===== src/design/fccr_pkg.sv =====
// ---------------------------------------------------------------------------
// fccr_pkg
// Types and constants shared by the cluster chain read address generator.
// ---------------------------------------------------------------------------
package fccr_pkg;

  localparam int FAT_ENTRIES  = 65536;
  localparam int FAT_AW       = $clog2(FAT_ENTRIES);
  localparam int MAX_SEGMENTS = 64;
  localparam int SEG_W        = $clog2(MAX_SEGMENTS) + 1;

  localparam logic [15:0] CHAIN_END    = 16'hFFF8;
  localparam logic [15:0] CB_RESET     = 16'd2048;

  localparam int IN_DATA_W  = 136;
  localparam int OUT_DATA_W = 104;

  typedef enum logic [1:0] {
    KIND_LOAD = 2'd0,
    KIND_OPEN = 2'd1,
    KIND_SEEK = 2'd2,
    KIND_READ = 2'd3
  } kind_t;

  typedef enum logic [1:0] {
    WH_SET = 2'd0,
    WH_CUR = 2'd1,
    WH_END = 2'd2,
    WH_NOP = 2'd3
  } whence_t;

  typedef enum logic {
    REG_CLUSTER_BYTES  = 1'b0,
    REG_DATA_AREA_BASE = 1'b1
  } reg_index_t;

  typedef struct packed {
    kind_t          kind;
    logic [15:0]    fat_index;
    logic [15:0]    fat_value;
    logic [15:0]    start_cluster;
    logic [31:0]    size_bytes;
    whence_t        whence;
    logic [31:0]    seek_offset;
    logic [14:0]    read_length;
  } cmd_t;

  typedef enum logic [3:0] {
    ST_IDLE,
    ST_LOAD,
    ST_OPEN,
    ST_SEEK,
    ST_SEEK_DIV,
    ST_SEEK_WAIT,
    ST_WALK,
    ST_WALK_RD,
    ST_RD_START,
    ST_RD_DIV,
    ST_RD_WAIT,
    ST_RD_MUL,
    ST_RD_CALC,
    ST_RD_NEXT,
    ST_RD_LAST,
    ST_EMIT
  } state_t;

endpackage


===== src/design/fccr_front.sv =====
// ---------------------------------------------------------------------------
// fccr_front
// Input side: unpack and classify items, push them into the queue.
// ---------------------------------------------------------------------------
module fccr_front
  import fccr_pkg::*;
(
  input  logic                 s_tvalid,
  output logic                 s_tready,
  input  logic [IN_DATA_W-1:0] s_tdata,
  input  logic [1:0]           s_tuser,
  input  logic                 q_full,
  output logic                 push,
  output cmd_t                 push_cmd
);

  assign s_tready = ~q_full;
  assign push     = s_tvalid & ~q_full;

  always_comb begin
    push_cmd               = '0;
    push_cmd.kind          = kind_t'(s_tuser);
    push_cmd.fat_index     = s_tdata[15:0];
    push_cmd.fat_value     = s_tdata[31:16];
    push_cmd.start_cluster = s_tdata[47:32];
    push_cmd.size_bytes    = s_tdata[79:48];
    push_cmd.whence        = whence_t'(s_tdata[81:80]);
    push_cmd.seek_offset   = s_tdata[113:82];
    push_cmd.read_length   = s_tdata[128:114];
    unique case (kind_t'(s_tuser))
      KIND_LOAD: begin
        push_cmd.size_bytes  = '0;
        push_cmd.seek_offset = '0;
      end
      KIND_OPEN: begin
        push_cmd.seek_offset = '0;
      end
      KIND_SEEK: begin
        push_cmd.fat_value = '0;
      end
      KIND_READ: begin
        push_cmd.fat_value = '0;
      end
      default: begin
        push_cmd.kind = KIND_LOAD;
      end
    endcase
  end

endmodule


===== config.mk =====
export PLATFORM = sky130hd
export DESIGN_NAME = fccr_front
export DESIGN_NICKNAME = d
export VERILOG_FILES = /design/src/design/fccr_pkg.sv /design/src/design/fccr_front.sv
export SDC_FILE = /design/constraint.sdc
export NUM_CORES = 1
export LEC_CHECK = 0
export BUFFER_PORTS_ARGS = -buffer_cell sky130_fd_sc_hd__buf_2
export CELL_PAD_IN_SITES_DETAIL_PLACEMENT = 0
export CELL_PAD_IN_SITES_GLOBAL_PLACEMENT = 1
export CORE_MARGIN = 5
export CORE_UTILIZATION = 11
export DETAILED_ROUTE_END_ITERATION = 10
export MAX_ROUTING_LAYER = met4
export PLACE_DENSITY_LB_ADDON = 0.1
export SYNTH_ARGS = -nofsm -noshare
export SYNTH_HDL_FRONTEND = slang
export SYNTH_SLANG_ARGS = --single-unit

===== constraint.sdc =====
create_clock -name vclk -period 1.75
set_input_delay 0.2625 -clock vclk [all_inputs]
set_output_delay 0.2625 -clock vclk [all_outputs]
set_load 0.03 [all_outputs]

* After elaboration in Yosys (flattened, before gate mapping)
Cells that the tools add are included. Widths: inputs -> output; s select.
Word-level totals: bits in registers 0, input bits 140, output and inout port bits 133, word-level logic and storage cells 11
Cells by class: eq/ne operators 3, muxes and demuxes 3, bitwise logic cells 2, reductions and logical operators 3
Operators by type and width (number):
- $mux 32 | 2
- $mux 16 | 1
- $eq 2x2->1 const B | 2
- $reduce_or 2->1 | 2
- $eq 2x1->1 const B | 1
- $logic_not 2->1 | 1
- $and 1x1->1 | 1
- $not 1->1 | 1

* Logic depth before layout (Yosys ltp)
depth in word-level cells 3, mapped depth 3

* Least setup slack after synthesis
OpenSTA, ideal clock, no wires.
path kind in2out, start point input s_tuser[1], end point output push_cmd[100] (netlist bit), arrival time 0.989 ns, required time 1.487 ns, path slack 0.498 ns, stages 3, cell sequence buf_6 buf_2 nor2b_1
RTL lines:
- start: declaration | RTL line fccr_front.sv:11 | input logic [1:0] s_tuser,
- end: declaration | RTL line fccr_front.sv:14 | output cmd_t push_cmd

==> results by group <==
Outcome
  – Status: complete, no violations

Layout
  – Layout cell share with drive strength beyond 1: 0.676
  – Fin nets: approximately 400
  – Num sequential: 0
  – Final core utilization: 0.172
  – Area grow syn2layout: 54.0%
  – CLK BUF: 0
  – Most common cell after layout, fill and taps aside: buf_2
  – Commonest cells after routing, fill and taps aside: buf_2, and2_1, o21a_1
  – Sequential Area: 0 um^2
  – Antenna diode count: 0

Power and ir drop
  – Max VDD drop: 0.0912 mV
  – P per Cell Area: ~350 nW/um^2
  – P_leak: 0.000937 uW

Place
  – I/O Buffers: 168
  – GP Congestion: 0.716

Global route
  – Vias in the first global route: 1342
  – First-pass GRT wire length: between 6 and 7 mm
  – GRT Overall Usage: 0.0743
  – GRT overflow: 0
  – Initial antenna violation count: 0
  – Largest net degree at the start of global routing: 52

Timing
  – Max-slew violations: 0
  – Slew @ Worst Pin: roughly 0.24 ns
  – Final TNS setup: 0 ns
  – RSZ-0062 raised after global routing: false
  – Final Cycle Share: 0.774
  – Final Setup Violations: 0
  – Relative slew slack: 0.839
  – F_max: 0.738 GHz
  – Final Hold Vio Count: 0
  – Post-route minimum period: 1.35 ns

Clocking
  – Post-cts resize count: 0
  – Postcts setup bufs: 0
  – CTS Hold Bufs: 0

Synth
  – Post-Synthesis Net Count: 285
  – Mapped cell area: 1020 um^2
  – Ys Warns: 0
  – Synth Area in Compound Gates: 0.234
  – Simple-gate area share of the yosys netlist: 0.299
  – Syn Area/Cell: 7.07 um^2
  – Largest family of logic cells by synthesized area: buffers and inverters
  – Cells after Synth: 145
  – XOR/XNOR Fraction of Synth Area: 0
  – Distinct cell type count after synthesis: 8
  – Seq/Total Area, Yosys: 0
  – Area share of fa/ha/maj cells after synthesis: 0
  – Mux contribution to synthesized area: 0

Floorplan
  – Chip Height: 107 um
  – Full die area: 11300 um^2
  – Core Region: 9150 um^2
  – Io pins: 273
  – Die width: 107 um
  – Initial Util: 0.112
  – # rows: 35

Drt
  – First-pass DRT Iterations: 4
  – DRC viols: 0
  – First DRT Iteration DRCs: 30
  – Vias per cell: 3.48
  – DRT Wirelength: approximately 4.6 mm
  – Total vias in the final route: 1266
  – Final antenna-violating net count: 0
  – Routed length per instance: 12.5 um

Min path
  – Hold_sp: s_tdata[11]
  – Hold Path Depth: 0
  – Hold crit path type: in -> out

Critical path
  – Startpoint types: input pin
  – Required @ worst endpoint: 1.49 ns
  – Worst setup startpoint: s_tuser[1]
  – WS Path Type: in -> out
  – Crit-path cells: buf_2, buf_12, o21a_1, buf_2
  – Max incr delay on CP: 0.24 ns
  – Slowest CP cell: buf_12
  – Worst EP arrival: between 1 and 1.5 ns
  – Max FO, Critical Path: 51
  – Critical path endpoint category: output pin
  – Most common cell on crit path: buf_2

Job
  – Max Cap Viol: 0
==> metrics by stage <==
stage / setup slack (ns) / area (um^2) / std cells / hold WS (ns) / total power, uW
after floorplan: 0.498 / 1020 / 145 / 0.635 / 571
final: 0.395 / 1580 / 364 / 0.525 / 555
after global placement: 0.369 / 1580 / 364 / 0.525 / 571
after global routing: 0.315 / 1580 / 364 / 0.525 / 598
after detailed placement: 0.386 / 1580 / 364 / 0.525 / 564
after CTS: 0.373 / 1580 / 364 / 0.525 / 565
==> power breakdown <==
group / total (uW) / internal (uW) / switching [uW] / leakage, uW
Combinational: 555 / 205 / 350 / 0.000937
Clock: 0 / 0 / 0 / 0
Sequential: 0 / 0 / 0 / 0
==> cell usage after synthesis, drive strengths merged <==
cell type	n	area share
nor2b	17	0.10
and2	32	0.20
o21a	32	0.23
clkbuf	3	0.015
inv	1	0.0037
buf	60	0.45
==> final cells by class <==
class | instances | area (um^2)
well taps | 111 | 139
multi-input cells | 81 | 547
inverters | 1 | 3.75
repair buffers | 171 | 888
fillers | 1056 | 7570
==> critical path, delay by kind of cell <==
kind | cells | cell delay, ns
buffers and inverters | 3 | 0.63
AOI/OAI and AO/OA | 1 | 0.16
==> cell families (layout without fill, tap and decap cells) <==
family                 Yosys count  count (layout)
AND/OR/NAND/NOR                 49              49
AO/OA/AOI/OAI                   32              32
buffers and inverters           64             172
==> worst paths after layout <==
kind | end | slack (ns)
worst max-delay path | push_cmd[51] | 0.40
worst min-delay path | push_cmd[124] | 0.53
==> layer usage <==
| metal | vias to the layer above | wire length, um | global-route usage |
|---|---|---|---|
| met5 | - | 0 | - |
| met3 | 22 | 512 | 0.0164 |
| li1 | 621 | - | - |
| met1 | 515 | 1310 | 0.0616 |
| met2 | 108 | 2660 | 0.162 |
| met4 | 0 | 85 | 0.0155 |
Note: power is estimated with default switching activity, not from simulation.
