==> src/design/fccr_pkg.sv <==
// ---------------------------------------------------------------------------
// fccr_pkg
// Types and constants shared by the cluster chain read address generator.
// ---------------------------------------------------------------------------
package fccr_pkg;

  localparam int FAT_ENTRIES  = 65536;
  localparam int FAT_AW       = $clog2(FAT_ENTRIES);
  localparam int MAX_SEGMENTS = 64;
  localparam int SEG_W        = $clog2(MAX_SEGMENTS) + 1;

  localparam logic [15:0] CHAIN_END    = 16'hFFF8;
  localparam logic [15:0] CB_RESET     = 16'd2048;

  localparam int IN_DATA_W  = 136;
  localparam int OUT_DATA_W = 104;

  typedef enum logic [1:0] {
    KIND_LOAD = 2'd0,
    KIND_OPEN = 2'd1,
    KIND_SEEK = 2'd2,
    KIND_READ = 2'd3
  } kind_t;

  typedef enum logic [1:0] {
    WH_SET = 2'd0,
    WH_CUR = 2'd1,
    WH_END = 2'd2,
    WH_NOP = 2'd3
  } whence_t;

  typedef enum logic {
    REG_CLUSTER_BYTES  = 1'b0,
    REG_DATA_AREA_BASE = 1'b1
  } reg_index_t;

  typedef struct packed {
    kind_t          kind;
    logic [15:0]    fat_index;
    logic [15:0]    fat_value;
    logic [15:0]    start_cluster;
    logic [31:0]    size_bytes;
    whence_t        whence;
    logic [31:0]    seek_offset;
    logic [14:0]    read_length;
  } cmd_t;

  typedef enum logic [3:0] {
    ST_IDLE,
    ST_LOAD,
    ST_OPEN,
    ST_SEEK,
    ST_SEEK_DIV,
    ST_SEEK_WAIT,
    ST_WALK,
    ST_WALK_RD,
    ST_RD_START,
    ST_RD_DIV,
    ST_RD_WAIT,
    ST_RD_MUL,
    ST_RD_CALC,
    ST_RD_NEXT,
    ST_RD_LAST,
    ST_EMIT
  } state_t;

endpackage

==> src/design/fccr_queue.sv <==
// ---------------------------------------------------------------------------
// fccr_queue
// Two-entry command queue between the front and the back.
// ---------------------------------------------------------------------------
module fccr_queue
  import fccr_pkg::*;
(
  input  logic clk,
  input  logic rst,
  input  logic push,
  input  cmd_t push_cmd,
  output logic full,
  input  logic pop,
  output logic avail,
  output cmd_t head
);

  cmd_t       entries [2];
  logic       wr_ptr;
  logic       rd_ptr;
  logic [1:0] count;

  assign full  = (count == 2'd2);
  assign avail = (count != 2'd0);
  assign head  = entries[rd_ptr];

  always_ff @(posedge clk) begin
    if (push) begin
      entries[wr_ptr] <= push_cmd;
    end
  end

  always_ff @(posedge clk) begin
    if (rst) begin
      wr_ptr <= 1'b0;
      rd_ptr <= 1'b0;
      count  <= 2'd0;
    end else begin
      if (push) begin
        wr_ptr <= ~wr_ptr;
      end
      if (pop) begin
        rd_ptr <= ~rd_ptr;
      end
      case ({push, pop})
        2'b10:   count <= count + 2'd1;
        2'b01:   count <= count - 2'd1;
        default: count <= count;
      endcase
    end
  end

endmodule

==> config.mk <==
export PLATFORM = sky130hd
export DESIGN_NAME = fccr_queue
export DESIGN_NICKNAME = d
export VERILOG_FILES = /design/src/design/fccr_pkg.sv /design/src/design/fccr_queue.sv
export SDC_FILE = /design/constraint.sdc
export NUM_CORES = 1
export LEC_CHECK = 0
export BUFFER_PORTS_ARGS = -buffer_cell sky130_fd_sc_hd__buf_2
export CELL_PAD_IN_SITES_DETAIL_PLACEMENT = 2
export CELL_PAD_IN_SITES_GLOBAL_PLACEMENT = 2
export CORE_MARGIN = 5
export CORE_UTILIZATION = 39
export CTS_CLUSTER_SIZE = 12
export DETAILED_ROUTE_END_ITERATION = 6
export PLACE_DENSITY = 0.79
export SLEW_MARGIN = 20
export SYNTH_ARGS = -nofsm -noshare
export SYNTH_HDL_FRONTEND = slang
export SYNTH_SLANG_ARGS = --single-unit
==> constraint.sdc <==
create_clock -name clk -period 8 [get_ports clk]
set_input_delay 0.4 -clock clk [delete_from_list [all_inputs] [get_ports clk]]
set_output_delay 0.4 -clock clk [all_outputs]
set_load 0.1 [all_outputs]
After elaboration in Yosys (flattened, before gate mapping)
Memory sizes are Yosys's and may differ from the RTL's. A register that Yosys moved wholly into a read port is not among the register bits.
Cells that the tools add are included.
W data, S select, Z words.
- mux-type cells: 5
- bitwise operators: 2
- $add $sub $neg: 2
- reductions and logical operators: 2
- equal/unequal tests: 3
- operators by type and width (cell ; number):
    $eq A2 B2 Y1 const B ; 2
    $mux W1 ; 4
    $pmux W2 S2 ; 1
    $reduce_bool A2 Y1 ; 2
    $add A2 B1 Y2 const B ; 1
    $eq A2 B1 Y1 const B ; 1
    $not A1 Y1 ; 2
    $sub A2 B1 Y2 const B ; 1
- input bits: 135
- memories kept: 1
- flip-flop bits (word level): 4
- RAM bits: 262
- word-level logic and storage cells: 18
- output and inout port bits: 133
- memory list (memory ; words ; width ; read ports ; clocked after memory_dff ; write ports ; RTL line ; RTL):
    entries ; 2 ; 131 ; 1 ; 1 ; 1 ; fccr_queue.sv:18 ; cmd_t entries [2];

Depth between registers and ports, before layout
- word-level depth: 3
- depth in mapped cells: 5
- depth with buffers taken out: 5

Least setup slack after synthesis
No wires, ideal clock.
- path type: in2reg
- start point: input port push
- end point: memory entries[0][0] (netlist name), enable pin
- stages: 2
- buffers on the path: 0
- required time: 7374 ps
- data arrival time: 5945 ps
- slack: 1429 ps
- setup time: 626 ps
- path through: inv_1 -> nor2_1
- cells in the longest elaborated chain, start to end: 2
- RTL lines (item ; RTL line ; RTL):
    from (decl) ; fccr_queue.sv:10 ; input logic push,
    $mux W1 ; fccr_queue.sv:28 ; if (push) begin
    $mux W1 (implied by the code) ; fccr_queue.sv:29 ; entries[wr_ptr] <= push_cmd;
    to (decl) ; fccr_queue.sv:18 ;
Every way passes these cells.

==> impl_metrics.ini <==
[synthesis]
synth_top_area_share_pct = 78.5
synth_edf_count = 262
syn-num-nets = 566
yosys-top-cells-count = edfxtp_1 (262), mux2_4 (90), mux2_2 (41)
synth.most_common_cell = edfxtp_1
yosysTopAreaCell = edfxtp_1
async_reset_ff_share_pct = 0
netlist_instances = 430
ys_warn_count = 0
yosysSeqAreaShare_pct = 79.5
syn_area_um2 = 10000
ys_types = 17
syn_area_per_cell_um2 = 23.3
synth-seq-cells = 267
synthFlopType = edfxtp_1
synth.area.top_cells = edfxtp_1 (78%), mux2_4 (13%), mux2_2 (4.6%)

[global_routing]
grt_max_degree = 79
grt_pass1_wl_mm = 36.0
grt_pass1_vias = 5986
grt_util_all_layers_pct = 16.4
antenna_found_initial = 3
globalRouteOverflowTotal = 0

[die]
die_h_um = 170
initial_core_util_pct = 39.7
pin_count = 268
num_rows = 58
core_region_area_um2 = 25300
dieArea_um2 = 29000
die_width_um = 170

[power]
p_leak_nw = 4.90
powerDensity_nw_per_um2 = 300
peakVddDrop_uv = 164

[timing]
period_share_pct = 40.6
hold_violations = 0
grt_setup_unrepaired = no
worst_slew_pin_slew_ps = 1040
max_freq_mhz = 308
hold_slack_ps = 51.0
fin_worst_skew_ps = 14.2
setup_viol = 0
tns_ps = 0
slew_violations = 0
period_needed_ps = 3250
maxSlewHeadroom_pct = 31.0

[cts]
path_clk_slew_ps = 60
cts_resized = 0
clock-root-buffer = clkbuf_16
post_cts_buffers = 0
cts.sinks = 267
hold_buffers = 0
ctsLongestPathBuffers = 3
cts_buffers = 29
worstSkewPairLatency_ps = 540
htreeDepth = 1
cts_tree = built

[setup_path]
path_class = reg2out
rrSetupSlack_ps = 5050
arrival_ps = 2850
crit_fanout = 54
cp-end-kind = output pin
required_ps = 7600
cp-start-kind = flop

[place]
placed_cells_incl_taps = 1017
gp_congestion = 0.752
dp_hpwl_mm = 17.7
numPortBuffers = 267

[route]
drtIter0Drc = 268
antenna_left = 0
drc = 0
routed_wl_mm = 24.6
num_vias = 5086
wire_per_inst_um = 22.9
first_pass_iters = 4
vias_per_cell = 4.75

[layout]
nNetsFinal = 855
area_growth_pct = 25.6
layout-drive-gt1-share_pct = 60.2
fin_cells = 1071

[outcome]
status = completed

[hold_path]
hp-class = in2reg

[job]
maxCapViolations = 0
[final timing paths]
kind         cells past startpoint    startpoint             end
max reg2reg                      3        wr_ptr  entries[0][66]
min reg2reg                      2      count[1]        count[1]
max                              3          flop        head[90]
min                              1  push_cmd[33]  entries[1][33]
[cell usage in the layout (no fill, tap or decap)]
cell type / netlist / routed
mux2_2: 41 / 41
a21oi_1: 1 / 1
and2b_2: 1 / 1
clkbuf_16: 0 / 29
nor2_4: 0 / 1
edfxtp_1: 262 / 262
buf_2: 5 / 267
nor2_1: 5 / 4
inv_1: 1 / 1
inv_6: 0 / 1
dfxtp_4: 0 / 1
bufinv_16: 0 / 2
ha_1: 1 / 1
and2_4: 0 / 1
xor2_1: 1 / 1
clkinv_1: 0 / 10
mux2_4: 90 / 90
clkinv_2: 0 / 4
buf_4: 0 / 5
or3_1: 1 / 1
o21ai_0: 1 / 1
buf_16: 0 / 1
or2_2: 1 / 1
clkbuf_1: 0 / 5
dfxtp_1: 5 / 4
diode_2: 0 / 2
xnor2_1: 3 / 3
[routing by layer]
metal	track usage (%)	wire (um)	vias up	share of wire [%]
li1	-	-	2292	-
met1	17.9	8760	2552	36
met2	31.1	13500	193	55
met3	4.32	1660	47	6.8
met4	4.51	654	2	2.7
met5	0	20	-	0.081
[report_power, final]
group | switching [W] | internal (W)
Clock | 0.000505 | 0.000721
Combinational | 0.000705 | 0.000184
Sequential | 0.0000327 | 0.00163
Total | 0.00124 | 0.00254
[worst max-delay path: stages, from the launching register on]
cell	delay [ps]
dfxtp_4	660
buf_4	860
mux2_4	300
buf_2	430
[state kept, by name (all words and copies together), names as in the netlist, named ones only]
register	count
count	2
entries	262
rd_ptr	1
wr_ptr	1
[stage by stage]
stage	utilization [%]	setup slack, ps	total power [W]	cell area (um2)
floorplan	-	1430	0.00244	10000
global placement	46.3	4890	0.00256	11700
detailed placement	46.3	4720	0.00259	11700
CTS	49.7	4670	0.00383	12600
global route	49.9	4590	0.00393	12600
finish	49.9	4750	0.00378	12600
[logic make-up after synthesis]
group	Yosys count	share of synthesized area, %
flip-flops	267	79.5
multiplexers	131	18.1
buffers and inverters	16	1.41
AND/OR/NAND/NOR	9	0.462
XOR/XNOR	4	0.349
AO/OA/AOI/OAI	2	0.0997
adder cells (fa/ha/maj)	1	0.125
[layout make-up]
type	count	area [um2]
antenna	2	5.00
fill	2320	12700
timing repair buffer	273	1400
tap	330	413
sequential	267	7970
clock buffer	34	744
multi-input combinational	147	1930
inverter	1	3.75
clock inverter	17	126
(Power assumes the default switching activity.)
